===== src/hw/rtl/assert_macros.svh =====
// Assertion helpers shared by the RTL. Each macro takes a label, the clock,
// the reset, a trigger condition and the property that must follow.
`ifndef ASSERT_MACROS_SVH
`define ASSERT_MACROS_SVH

`ifndef SYNTHESIS

// The consequent must hold in the same cycle as the trigger.
`define ASSERT_SAME(lbl, clk_sig, rst_sig, trig, cons) \
  lbl: assert property (@(posedge clk_sig) disable iff (rst_sig) (trig) |-> (cons)) \
    else $error("assertion failed");

// The consequent must hold in the cycle after the trigger.
`define ASSERT_NEXT(lbl, clk_sig, rst_sig, trig, cons) \
  lbl: assert property (@(posedge clk_sig) disable iff (rst_sig) (trig) |=> (cons)) \
    else $error("assertion failed");

`else

`define ASSERT_SAME(lbl, clk_sig, rst_sig, trig, cons)
`define ASSERT_NEXT(lbl, clk_sig, rst_sig, trig, cons)

`endif

`endif


===== src/hw/rtl/ppsm_pkg.sv =====
package ppsm_pkg;

  // Port states, as reported on the output word.
  typedef enum logic [3:0] {
    ST_INIT     = 4'd0,
    ST_FAULTY   = 4'd1,
    ST_DISABLED = 4'd2,
    ST_LISTEN   = 4'd3,
    ST_PREMAST  = 4'd4,
    ST_MASTER   = 4'd5,
    ST_PASSIVE  = 4'd6,
    ST_UNCAL    = 4'd7,
    ST_SLAVE    = 4'd8,
    ST_GRAND    = 4'd9
  } role_state_t;

  // Event codes. Code 15 carries no meaning and acts like EV_OTHER.
  typedef enum logic [3:0] {
    EV_INIT     = 4'd0,
    EV_PWRUP    = 4'd1,
    EV_DISABLE  = 4'd2,
    EV_ENABLE   = 4'd3,
    EV_FCLEAR   = 4'd4,
    EV_FDETECT  = 4'd5,
    EV_ANNTO    = 4'd6,
    EV_RSMAST   = 4'd7,
    EV_RSGRAND  = 4'd8,
    EV_RSSLAVE  = 4'd9,
    EV_RSPASS   = 4'd10,
    EV_QUALTO   = 4'd11,
    EV_MSEL     = 4'd12,
    EV_SYNCF    = 4'd13,
    EV_OTHER    = 4'd14
  } ptp_event_t;

  localparam int unsigned DataInW  = 8;
  localparam int unsigned DataOutW = 8;

  // Next port state for one event, under either transition table.
  function automatic role_state_t next_state(role_state_t cur, ptp_event_t ev,
                                             logic chg, logic slave_only);
    role_state_t nxt;
    nxt = cur;
    if (ev inside {EV_INIT, EV_PWRUP}) begin
      nxt = ST_INIT;
    end else if (cur == ST_INIT) begin
      nxt = ST_LISTEN;
    end else if (cur == ST_FAULTY) begin
      if (ev == EV_DISABLE) begin
        nxt = ST_DISABLED;
      end else if (ev == EV_FCLEAR) begin
        nxt = ST_INIT;
      end
    end else if (cur == ST_DISABLED) begin
      if (ev == EV_ENABLE) begin
        nxt = ST_INIT;
      end
    end else if (slave_only) begin
      // Slave-only table: master roles are never entered, and a port already
      // in one stays there until an init or power-up event.
      if (cur inside {ST_LISTEN, ST_UNCAL, ST_SLAVE}) begin
        case (ev)
          EV_DISABLE: nxt = ST_DISABLED;
          EV_FDETECT: nxt = ST_FAULTY;
          EV_ANNTO, EV_RSMAST, EV_RSGRAND, EV_RSPASS: nxt = ST_LISTEN;
          EV_RSSLAVE: begin
            if (cur == ST_LISTEN || (cur == ST_SLAVE && chg)) begin
              nxt = ST_UNCAL;
            end
          end
          EV_MSEL: begin
            if (cur == ST_UNCAL) begin
              nxt = ST_SLAVE;
            end
          end
          EV_SYNCF: begin
            if (cur == ST_SLAVE) begin
              nxt = ST_UNCAL;
            end
          end
          default: nxt = cur;
        endcase
      end
    end else if (ev == EV_DISABLE) begin
      nxt = ST_DISABLED;
    end else if (ev == EV_FDETECT) begin
      nxt = ST_FAULTY;
    end else begin
      // Full table, active states.
      case (cur)
        ST_LISTEN, ST_PASSIVE, ST_UNCAL, ST_SLAVE: begin
          case (ev)
            EV_ANNTO:   nxt = ST_MASTER;
            EV_RSMAST:  nxt = ST_PREMAST;
            EV_RSGRAND: nxt = ST_GRAND;
            EV_RSPASS:  nxt = ST_PASSIVE;
            EV_RSSLAVE: begin
              if (cur != ST_SLAVE || chg) begin
                nxt = ST_UNCAL;
              end
            end
            EV_MSEL: begin
              if (cur == ST_UNCAL) begin
                nxt = ST_SLAVE;
              end
            end
            EV_SYNCF: begin
              if (cur == ST_SLAVE) begin
                nxt = ST_UNCAL;
              end
            end
            default: nxt = cur;
          endcase
        end
        ST_PREMAST: begin
          case (ev)
            EV_QUALTO:  nxt = ST_MASTER;
            EV_RSSLAVE: nxt = ST_UNCAL;
            EV_RSPASS:  nxt = ST_PASSIVE;
            default:    nxt = cur;
          endcase
        end
        ST_MASTER, ST_GRAND: begin
          case (ev)
            EV_RSSLAVE: nxt = ST_UNCAL;
            EV_RSPASS:  nxt = ST_PASSIVE;
            default:    nxt = cur;
          endcase
        end
        default: nxt = cur;
      endcase
    end
    return nxt;
  endfunction

endpackage


===== src/hw/rtl/ptp_port_state_machine_unit.sv =====
// Channel   Direction  Handshake                     Word contents
// s_axis    in         s_axis_tvalid/s_axis_tready   event_code, master_changed
// m_axis    out        m_axis_tvalid/m_axis_tready   new_state
// cfg       in         cfg_wr_en                     slave_only_mode
//
// One word is taken per clock unless m_axis stalls; its new state appears on
// m_axis in the cycle after acceptance, set by the single next-state lookup.
// A new word is accepted while the output register is empty or being drained.
// Reset puts the port in initializing and selects the full transition table.
// A stall on m_axis holds the result and blocks input only while it lasts.
`include "assert_macros.svh"

module ptp_port_state_machine_unit
  import ppsm_pkg::*;
(
  input  logic                clk,
  input  logic                rst,
  input  logic                cfg_wr_en,
  input  logic                cfg_wr_data,
  input  logic                s_axis_tvalid,
  output logic                s_axis_tready,
  input  logic [DataInW-1:0]  s_axis_tdata,   // [3:0] event_code, [4] master_changed
  output logic                m_axis_tvalid,
  input  logic                m_axis_tready,
  output logic [DataOutW-1:0] m_axis_tdata    // [3:0] new_state
);

  logic        slave_only_mode;
  role_state_t port_role_state;
  role_state_t state_next;
  role_state_t out_state;
  logic        in_accept;

  // Input is taken whenever the result register is free or being taken.
  assign s_axis_tready = !m_axis_tvalid || m_axis_tready;
  assign in_accept     = s_axis_tvalid && s_axis_tready;

  // Next-state lookup for the incoming word.
  assign state_next = next_state(port_role_state, ptp_event_t'(s_axis_tdata[3:0]),
                                 s_axis_tdata[4], slave_only_mode);

  // Mode register.
  always_ff @(posedge clk) begin
    if (rst) begin
      slave_only_mode <= 1'b0;
    end else if (cfg_wr_en) begin
      slave_only_mode <= cfg_wr_data;
    end
  end

  // Port state and result register.
  always_ff @(posedge clk) begin
    if (rst) begin
      port_role_state <= ST_INIT;
      m_axis_tvalid   <= 1'b0;
    end else begin
      if (in_accept) begin
        port_role_state <= state_next;
        m_axis_tvalid   <= 1'b1;
      end else if (m_axis_tready) begin
        m_axis_tvalid   <= 1'b0;
      end
    end
  end

  always_ff @(posedge clk) begin
    if (in_accept) begin
      out_state <= state_next;
    end
  end

  assign m_axis_tdata = {{(DataOutW-4){1'b0}}, out_state};

  // Init and power-up always land in initializing with a result pending.
  `ASSERT_NEXT(a_init_event, clk, rst,
    in_accept && (s_axis_tdata[3:0] == EV_INIT || s_axis_tdata[3:0] == EV_PWRUP),
    port_role_state == ST_INIT && m_axis_tvalid)

  // The reported state is the state just entered.
  `ASSERT_NEXT(a_out_matches_state, clk, rst, in_accept, out_state == port_role_state)

  // Under the slave-only table a non-master state never moves into a master role.
  `ASSERT_NEXT(a_slave_only_no_master, clk, rst,
    in_accept && slave_only_mode && !cfg_wr_en &&
      (port_role_state == ST_LISTEN || port_role_state == ST_UNCAL ||
       port_role_state == ST_SLAVE),
    port_role_state != ST_PREMAST && port_role_state != ST_MASTER &&
      port_role_state != ST_GRAND)

  // Input readiness follows the result register occupancy.
  `ASSERT_SAME(a_ready_rule, clk, rst, 1'b1,
    s_axis_tready == (!m_axis_tvalid || m_axis_tready))

  // Without an accepted word the port state does not move.
  `ASSERT_NEXT(a_state_holds, clk, rst, !in_accept, $stable(port_role_state))

endmodule

===== config.mk =====
export PLATFORM = sky130hd
export DESIGN_NAME = ptp_port_state_machine_unit
export DESIGN_NICKNAME = d
export VERILOG_FILES = /design/src/hw/rtl/ppsm_pkg.sv /design/src/hw/rtl/ptp_port_state_machine_unit.sv
export VERILOG_INCLUDE_DIRS = /design/src /design/src/hw/rtl
export SDC_FILE = /design/constraint.sdc
export NUM_CORES = 1
export LEC_CHECK = 0
export ABC_CLOCK_PERIOD_IN_PS = 2000
export BUFFER_PORTS_ARGS = -buffer_cell sky130_fd_sc_hd__buf_2
export CAP_MARGIN = 5
export CORE_MARGIN = 2
export CORE_UTILIZATION = 51
export CTS_CLUSTER_DIAMETER = 80
export DETAILED_ROUTE_END_ITERATION = 8
export GPL_TIMING_DRIVEN = 0
export HOLD_SLACK_MARGIN = 0.03
export PLACE_DENSITY = 0.77
export SLEW_MARGIN = 25
export SYNTH_ARGS = -nofsm -noshare
export SYNTH_HDL_FRONTEND = slang
export SYNTH_SLANG_ARGS = --single-unit

===== constraint.sdc =====
create_clock -name clk -period 2 [get_ports clk]
set_clock_uncertainty 0.15 [all_clocks]
set_input_delay 0.2 -clock clk [delete_from_list [all_inputs] [get_ports clk]]
set_output_delay 0.2 -clock clk [all_outputs]
set_load 0.005 [all_outputs]

==> results.py, run 1 <==
metrics = {
    "sta": {
        "hold_ws_ns": 0.273,
        "setup_slack_ns": -0.334,
        "slew_headroom_pct": 42.5,
        "slew_viol_final": 0,
        "min_period_over_period_pct": 117,
        "hold_violations": 0,
        "period_minus_slack_ns": 2.33,
        "setup_violations": 8,
        "rsz0062_at_grt": "yes",
        "max_clock_freq_mhz": 428,
        "worstMarginPinSlew_ns": 0.852,
    },
    "floorplanning": {
        "start_util_pct": 54.0,
        "io_pins": 24,
        "num_rows": 18,
        "die_w_um": 55.5,
        "fp.dieH_um": 55.5,
        "die-area_um2": 3070,
        "core_um2": 2500,
    },
    "finish": {
        "layout_commonest_cell": "buf_2",
        "n_antenna_cell": 0,
        "fin_cells": 252,
        "area_growth_pct": 33.6,
        "final_cell_mix": "buf_2 (20), nor2_1 (12), buf_4 (12)",
        "fin_nets": 237,
        "fin_area_um2": 1800,
        "drive_above_1_share_pct": 33.3,
        "n_fill_cell": 172,
    },
    "critical_path": {
        "critPathMaxFanout": 4,
        "cp.required_ns": 1.88,
        "r2r-start": "port_role_state[0]",
        "cp_num_buf_inv": 1,
        "reg2regPathDepth": 7,
        "critPathLaunchType": "register",
        "slowest_delay_ns": 0.57,
        "worst-r2r-setup-slack_ns": -0.33,
        "timing.rr.end": "out_state[0]",
        "critical_path.startpoint": "port_role_state[0]",
        "cp.arrival_ns": 2.21,
        "worstPathCellList": "buf_6, or4b_4, o21ai_2, o211ai_1, a2111o_1, o211ai_1, nand2_1",
        "slowest_stage": "or4b_4",
        "cp_common_cell": "o211ai_1",
        "setup.worst_path.end_class": "register",
        "cp_top_family": "compound AO/OA/AOI/OAI gates",
        "path_class": "reg -> reg",
    },
    "hold_path": {
        "hold_end": "port_role_state[3]",
        "worstHoldPathCells": 3,
        "hp-start": "s_axis_tvalid",
        "min_path_type": "in -> reg",
    },
    "clock_tree": {
        "cts_inserted_buffers": 3,
        "cts_buffer_depth": 2,
        "clkSinkCount": 10,
        "clock_latency_ns": 0.29,
        "htree_levels": 1,
        "cts-root-buf": "clkbuf_4",
        "cts_tree": "done",
        "clkTransAtPathRegs_ns": 0.08,
    },
    "synth": {
        "yosysUniqueCellTypes": 62,
        "ys_ff_latch": 10,
        "synth_ff_type": "dfxtp_1",
        "seq_area_frac_synth_pct": 17.8,
        "synthArstFlopShare_pct": 0,
        "synth.avg_cell_area_um2": 7.34,
        "synth_cells": 184,
        "synth_edf_count": 4,
        "syn_area_um2": 1350,
        "ys_warn_count": 0,
    },
    "run_status": {
        "violations": "setup timing",
        "outcome": "complete, but fails checks",
    },
    "placement": {
        "detailed_place_hpwl_um": 3190,
        "gp_congestion": 1.02,
        "port_buffers": 16,
        "dpl.cell_count": 233,
        "dpl_cell_area_um2": 1500,
    },
    "detailed_routing": {
        "dr.pass1.iters": 5,
        "drc": 0,
        "wl_per_cell_um": 19.9,
        "dr_total_vias": 1766,
        "drt_iter0_drc": 172,
        "drt-total-wl_um": 5010,
        "ant_nets": 0,
        "viasPerCell": 7.01,
    },
    "power": {
        "vdd.ir_drop.worst_mv": 0.561,
        "powerDensity_nw_per_um2": 478,
        "p_leak_uw": 0.000694,
        "total_power_uw": 862,
    },
    "grt": {
        "grt-ovfl-total": 0,
        "grt_antenna_before_repair": 0,
        "grt_max_degree": 11,
        "track_usage_pct": 31.7,
        "grt_pass1_vias": 1619,
        "grt_pass1_wl_um": 7760,
    },
    "flow_run": {
        "drv_cap": 0,
    },
}
## worst min-delay path, stage by stage
cell and delay [ns]:
buf_2 0.12, nand2_1 0.15, a32o_1 0.21
## where the power goes
| part | switching, uW | internal, uW |
|---|---|---|
| Combinational | 243 | 178 |
| Sequential | 12.1 | 233 |
| Clock | 84.9 | 111 |
| Total | 340 | 522 |
## sequential cells by signal, summed over array words and instances, names as in the netlist
register	cells
m_axis_tvalid	1
out_state	4
port_role_state	4
slave_only_mode	1
## per-stage QoR
stage / TNS [ns] / utilization, % / setup slack [ns]
after floorplan: -0.198 / - / -0.108
after global placement: -2.02 / 60.1 / -0.312
after detailed placement: -2.25 / 60.1 / -0.377
after CTS: -1.46 / 69.5 / -0.291
after global routing: -2.59 / 72.2 / -0.421
final: -2.04 / 72.2 / -0.334
## repair_timing
| item | 4_1_cts | 5_1_grt |
|---|---|---|
| pin swaps | 12 | 6 |
| hold buffers | 4 | 0 |
| setup endpoints to repair | 8 | 8 |
| setup buffers | 11 | 0 |
| gates resized for setup | 23 | 12 |
| endpoints found under the hold margin | 2 | 0 |
## cells by family (layout without fill, tap and decap cells)
kind of cell              count (synthesis)  after routing  share of synthesized area [%]
AOI/OAI and AO/OA                        74             74                           38.5
and+or+nand+nor                          67             67                           30.3
buffers and inverters                    27             62                           9.73
DFF                                      10             10                           17.8
xor gates and xnor gates                  3              3                           1.95
muxes                                     2              2                           1.48
other                                     1              4                          0.278
## metal layers
metal	global-route usage, %	up-vias	wire [um]
li1	-	770	-
met1	42.0	790	1830
met2	49.3	160	2260
met3	7.03	46	623
met4	13.9	0	298
met5	0	-	0
## area by class of cell
class	count	area, um2	area share [%]
well taps	30	37.5	2.08
clock buffers	4	36.3	2.01
plain buffers	19	120	6.66
inverters	8	30.0	1.66
repair buffers	31	223	12.3
flip-flops and latches	10	244	13.5
multi-input cells	150	1110	61.7
## worst max path at each step
stage | to | depth (start not counted)
after detailed placement | out_state[1] | 6
after CTS | out_state[0] | 7
after global routing | out_state[1] | 7
after global placement | out_state[1] | 6
final | out_state[0] | 7
after floorplan | out_state[0] | 7
## synth_stat cells, drive strengths merged, types with 2 or more instances
| cell | number | area share, % |
|---|---|---|
| and3 | 2 | 0.93 |
| a21o | 2 | 1.1 |
| nand3b | 3 | 1.7 |
| clkbuf | 6 | 1.7 |
| inv | 8 | 2.2 |
| a211o | 2 | 1.3 |
| xor2 | 2 | 1.3 |
| o211ai | 5 | 2.8 |
| o21ai | 16 | 6.2 |
| o31ai | 2 | 1.1 |
| o21a | 3 | 1.7 |
| buf | 13 | 5.8 |
| dfxtp | 6 | 8.9 |
| nor3b | 4 | 2.2 |
| nor2 | 12 | 3.3 |
| nand4bb | 2 | 1.7 |
| o311ai | 2 | 1.3 |
| a31oi | 5 | 2.3 |
| a41oi | 2 | 1.3 |
| edfxtp | 4 | 8.9 |
| nor2b | 10 | 4.6 |
| nor3 | 7 | 3.4 |
| nand2 | 11 | 3.1 |
| a31o | 3 | 1.9 |
| nand2b | 5 | 2.3 |
| mux2i | 2 | 1.5 |
| o221ai | 2 | 1.3 |
| a21oi | 15 | 5.6 |
Note: power is estimated with default switching activity, not from simulation.
==> run 2, diff against run 1 <==
- ABC_CLOCK_PERIOD_IN_PS: 2000 -> 3000
- CORE_UTILIZATION: 51 -> 60
- CTS_BUF_LIST: unset -> sky130_fd_sc_hd__clkbuf_4
- GPL_TIMING_DRIVEN: 0 -> unset
- PLACE_DENSITY: 0.77 -> 0.85
- clock period: 2 -> 3 ns (I/O delays scaled with it)
==> results.py, run 2 (synthesis results as in run 1) <==
metrics = {
    "detailed_routing": {
        "dr_total_vias": 1524,
        "drc": 0,
        "ant_nets": 0,
        "wl_per_cell_um": 17.2,
        "top_layer_used": "met4",
        "drt_iter0_drc": 60,
        "met3WireLength_um": 302,
        "drt-total-wl_um": 3790,
        "drt-met1-wl_um": 1590,
        "met2WireLength_um": 1800,
        "viasPerCell": 6.93,
        "dr.pass1.iters": 4,
    },
    "critical_path": {
        "critPathMaxFanout": 14,
        "cp.arrival_ns": 2.43,
        "setup.worst_path.end_class": "register",
        "timing.rr.end": "out_state[1]",
        "path_class": "reg -> reg",
        "cp.required_ns": 2.85,
        "r2r-start": "port_role_state[1]",
        "reg2regPathDepth": 6,
        "worst-r2r-setup-slack_ns": 0.41,
        "critPathLaunchType": "register",
    },
    "grt": {
        "track_usage_pct": 30.6,
        "grt_pass1_wl_um": 6170,
        "grt-ovfl-total": 0,
        "grt_max_degree": 22,
        "grt_antenna_before_repair": 0,
        "grt_pass1_vias": 1381,
    },
    "sta": {
        "max_clock_freq_mhz": 386,
        "period_minus_slack_ns": 2.59,
        "hold_violations": 0,
        "slew_viol_final": 0,
        "min_period_over_period_pct": 86.3,
        "slew_headroom_pct": 64.5,
        "rsz0062_at_grt": "no",
        "tns_ns": 0,
        "worstMarginPinSlew_ns": 0.532,
        "setup_violations": 0,
    },
    "placement": {
        "port_buffers": 16,
        "dpl.cell_count": 216,
        "detailed_place_hpwl_um": 2680,
        "gp_congestion": 1.04,
    },
    "floorplanning": {
        "num_rows": 17,
        "io_pins": 24,
        "die-area_um2": 2650,
        "start_util_pct": 62.2,
        "fp.dieH_um": 51.4,
        "core_um2": 2170,
        "die_w_um": 51.4,
    },
    "hold_path": {
        "worstHoldPathCells": 3,
        "hp-start": "cfg_wr_data",
        "hold_end": "slave_only_mode",
        "min_path_type": "in -> reg",
    },
    "clock_tree": {
        "clock_latency_ns": 0.27,
        "cts-root-buf": "clkbuf_4",
        "cts_hold_buf": 0,
        "cts_inserted_buffers": 3,
        "clkSinkCount": 10,
        "cts_tree": "done",
        "post_cts_resized": 0,
        "post-cts-setup-buffers": 0,
        "cts_buffer_depth": 2,
        "clkTransAtPathRegs_ns": 0.06,
        "htree_levels": 1,
    },
    "finish": {
        "fin_nets": 207,
        "fin_cells": 220,
        "drive_above_1_share_pct": 17.7,
        "layout_commonest_cell": "buf_2",
        "top_regs": "out_state x4, port_role_state x4",
        "n_antenna_cell": 0,
        "final_cell_mix": "buf_2 (16), a21oi_1 (15), o21ai_0 (13)",
        "area_growth_pct": 6.30,
    },
    "power": {
        "p_leak_uw": 0.000546,
        "vdd.ir_drop.worst_mv": 0.316,
        "powerDensity_nw_per_um2": 323,
    },
    "run_status": {
        "outcome": "completed",
    },
    "flow_run": {
        "drv_cap": 0,
    },
}
run 2: changes by cell type in the layout (fill, tap and decap cells not counted), moves of 2 or more:
cell | before | now
buf_4 | 12 | 4
dlygate4sd3_1 | 4 | 0
o21ai_2 | 3 | 1
buf_2 | 20 | 16
clkbuf_1 | 3 | 0
buf_6 | 5 | 0
dfxtp_1 | 3 | 6
buf_1 | 2 | 0
clkbuf_2 | 2 | 0
o21ai_0 | 11 | 13
dfxtp_2 | 3 | 0
a21oi_2 | 4 | 0
a21oi_1 | 10 | 15
run 2: report_power, final:
part           internal (uW)  total [uW]  switching, uW
logic                   72.4         181            108
clock network           60.3         105           45.0
registers                155         177           22.6
total                    287         463            176
run 2: cell type report:
type                       count  area (um2)
clock buffer                   4        30.0
fill                         198         734
inverter                       8        30.0
multi-input combinational    150         990
sequential                    10         240
tap                           28        35.0
timing repair buffer          20         110
run 2: worst max-delay path by stage:
stage	start	endpoint	slack, ns	cells after the start
after floorplan	port_role_state[0]	out_state[0]	0.83	7
after global placement	s_axis_tdata[2]	out_state[1]	0.52	7
after detailed placement	s_axis_tdata[2]	out_state[1]	0.48	7
after CTS	port_role_state[1]	out_state[1]	0.50	6
after global routing	port_role_state[1]	out_state[1]	0.33	6
final	port_role_state[1]	out_state[1]	0.41	6
run 2: worst max-delay path, stage by stage (launching register included):
cell and delay (ns):
dfxtp_1 0.65, and2b_1 0.33, a21oi_1 0.16, or2_1 0.30
o211a_1 0.23, o32ai_1 0.37, a21oi_1 0.13
run 2: stage by stage:
stage	setup WS (ns)	cell area (um2)	hold WS [ns]	util [%]	power (uW)
detailed placement	0.477	1410	0.390	64.8	352
global route	0.328	1440	0.144	66.1	489
finish	0.412	1440	0.131	66.1	463
CTS	0.500	1440	0.129	66.1	461
floorplan	0.832	1360	0.219	-	310
global placement	0.522	1410	0.346	64.8	345
run 2: per-layer routing:
layer	vias to the layer above	global-route usage, %
li1	706	-
met1	711	38.7
met2	92	49.6
met3	15	6.43
met4	0	13.6
met5	-	0
==> run 3, diff against run 2 <==
- CORE_MARGIN: 2 -> 4
- CORE_UTILIZATION: 60 -> 62
- PLACE_DENSITY: 0.85 -> unset
- PLACE_DENSITY_LB_ADDON: unset -> 0.15
==> results.py, run 3 (synthesis results as in run 1) <==
metrics = {
    "sta": {
        "worstMarginPinSlew_ns": 0.526,
        "setup_violations": 0,
        "period_minus_slack_ns": 2.52,
        "rsz0062_at_grt": "no",
        "hold_violations": 0,
        "max_clock_freq_mhz": 396,
        "slew_headroom_pct": 64.6,
        "min_period_over_period_pct": 84.1,
        "slew_viol_final": 0,
        "tns_ns": 0,
    },
    "finish": {
        "fin_nets": 208,
        "regArea_um2": 240,
        "multi_input_area_um2": 990,
        "n_fill_cell": 177,
        "top_regs": "out_state x4, port_role_state x4",
        "final_core_utilization_pct": 71.1,
        "layout_commonest_cell": "buf_2",
        "fin_cells": 220,
        "n_antenna_cell": 0,
        "area_growth_pct": 6.49,
        "final_cell_mix": "buf_2 (16), a21oi_1 (15), o21ai_0 (13)",
        "drive_above_1_share_pct": 17.6,
        "fin_area_um2": 1440,
    },
    "power": {
        "pwr-share-seq_pct": 38.6,
        "clockPowerShare_pct": 21.3,
        "intPower_uw": 276,
        "swShare_pct": 39.2,
        "netSwitchingPower_uw": 178,
        "vdd.ir_drop.worst_mv": 0.410,
        "p_leak_uw": 0.000547,
        "p_comb_share_pct": 40.1,
        "powerDensity_nw_per_um2": 316,
    },
    "critical_path": {
        "path_class": "reg -> reg",
        "critPathLaunchType": "register",
        "setup.worst_path.end_class": "register",
        "cp.arrival_ns": 2.38,
        "critPathMaxFanout": 13,
        "cp.required_ns": 2.86,
    },
    "detailed_routing": {
        "drt-total-wl_um": 3790,
        "wl_per_cell_um": 17.2,
        "ant_nets": 0,
        "drc": 0,
        "viasPerCell": 7.01,
        "dr.pass1.iters": 4,
        "drt_iter0_drc": 82,
        "dr_total_vias": 1543,
    },
    "clock_tree": {
        "post-cts-setup-buffers": 0,
        "cts_tree": "done",
        "cts-root-buf": "clkbuf_4",
        "cts_inserted_buffers": 3,
        "post_cts_resized": 0,
        "clock_latency_ns": 0.27,
        "clkTransAtPathRegs_ns": 0.07,
        "cts_buffer_depth": 2,
        "clkSinkCount": 10,
        "htree_levels": 1,
        "cts_hold_buf": 0,
    },
    "grt": {
        "grt_max_degree": 22,
        "grt_pass1_vias": 1337,
        "grt_pass1_wl_um": 5930,
        "grt_antenna_before_repair": 0,
        "grt-ovfl-total": 0,
        "track_usage_pct": 27.1,
    },
    "floorplanning": {
        "die_w_um": 54.7,
        "die-area_um2": 2990,
        "io_pins": 24,
        "num_rows": 16,
        "core_um2": 2020,
        "start_util_pct": 66.8,
        "fp.dieH_um": 54.7,
    },
    "placement": {
        "dpl_cell_area_um2": 1410,
        "port_buffers": 16,
        "dpl.cell_count": 216,
        "detailed_place_hpwl_um": 2810,
        "gp_congestion": 0.999,
    },
    "hold_path": {
        "min_path_type": "in -> reg",
    },
    "flow_run": {
        "drv_cap": 0,
    },
    "run_status": {
        "outcome": "completed",
    },
}
[run 3: cell types whose count changed in the layout (fill, tap and decap cells not counted)]
cell / delta
buf_4: +1
clkbuf_4: -1
clkinv_1: +1
[run 3: worst paths after layout]
check             cells after the start               to  slack (ns)                from
setup reg to reg                      6     out_state[1]        0.48  port_role_state[1]
hold reg to reg                       2    m_axis_tvalid        0.39       m_axis_tvalid
hold / removal                        3  slave_only_mode        0.13         cfg_wr_data
setup / recovery                      6     out_state[1]        0.48  port_role_state[1]
[run 3: area by class of cell]
type / count / area share (%)
tap: 27 / 2.35
sequential: 10 / 16.7
clock inverter: 1 / 0.261
clock buffer: 3 / 1.57
multi-input combinational: 150 / 68.8
timing repair buffer: 21 / 8.18
inverter: 8 / 2.09
[run 3: power by group through the flow]
stage / clock network, uW / logic [uW] / registers, uW
detailed placement: 0 / 177 / 177
global route: 107 / 198 / 176
global placement: 0 / 171 / 176
finish: 96.7 / 182 / 175
CTS: 98.3 / 177 / 174
floorplan: 0 / 147 / 163
[run 3: stage by stage]
step / hold WS (ns) / setup WS (ns) / power [uW]
after global placement: 0.348 / 0.534 / 347
after floorplan: 0.219 / 0.832 / 310
after detailed placement: 0.393 / 0.491 / 353
after global routing: 0.131 / 0.395 / 482
after CTS: 0.126 / 0.563 / 449
final: 0.126 / 0.478 / 454
[run 3: routing by layer]
layer / share of wire (%) / GRT usage, % / wire length [um]
met5: 0 / 0 / 0
met4: 4.4 / 13.7 / 166
met3: 13 / 5.18 / 475
met2: 45 / 41.1 / 1710
met1: 38 / 36.1 / 1440
[run 3: critical path: stages (launching register included)]
cell	delay, ns
dfxtp_1	0.64
and2b_1	0.32
a21oi_1	0.14
or2_1	0.30
o211a_1	0.24
o32ai_1	0.34
a21oi_1	0.14
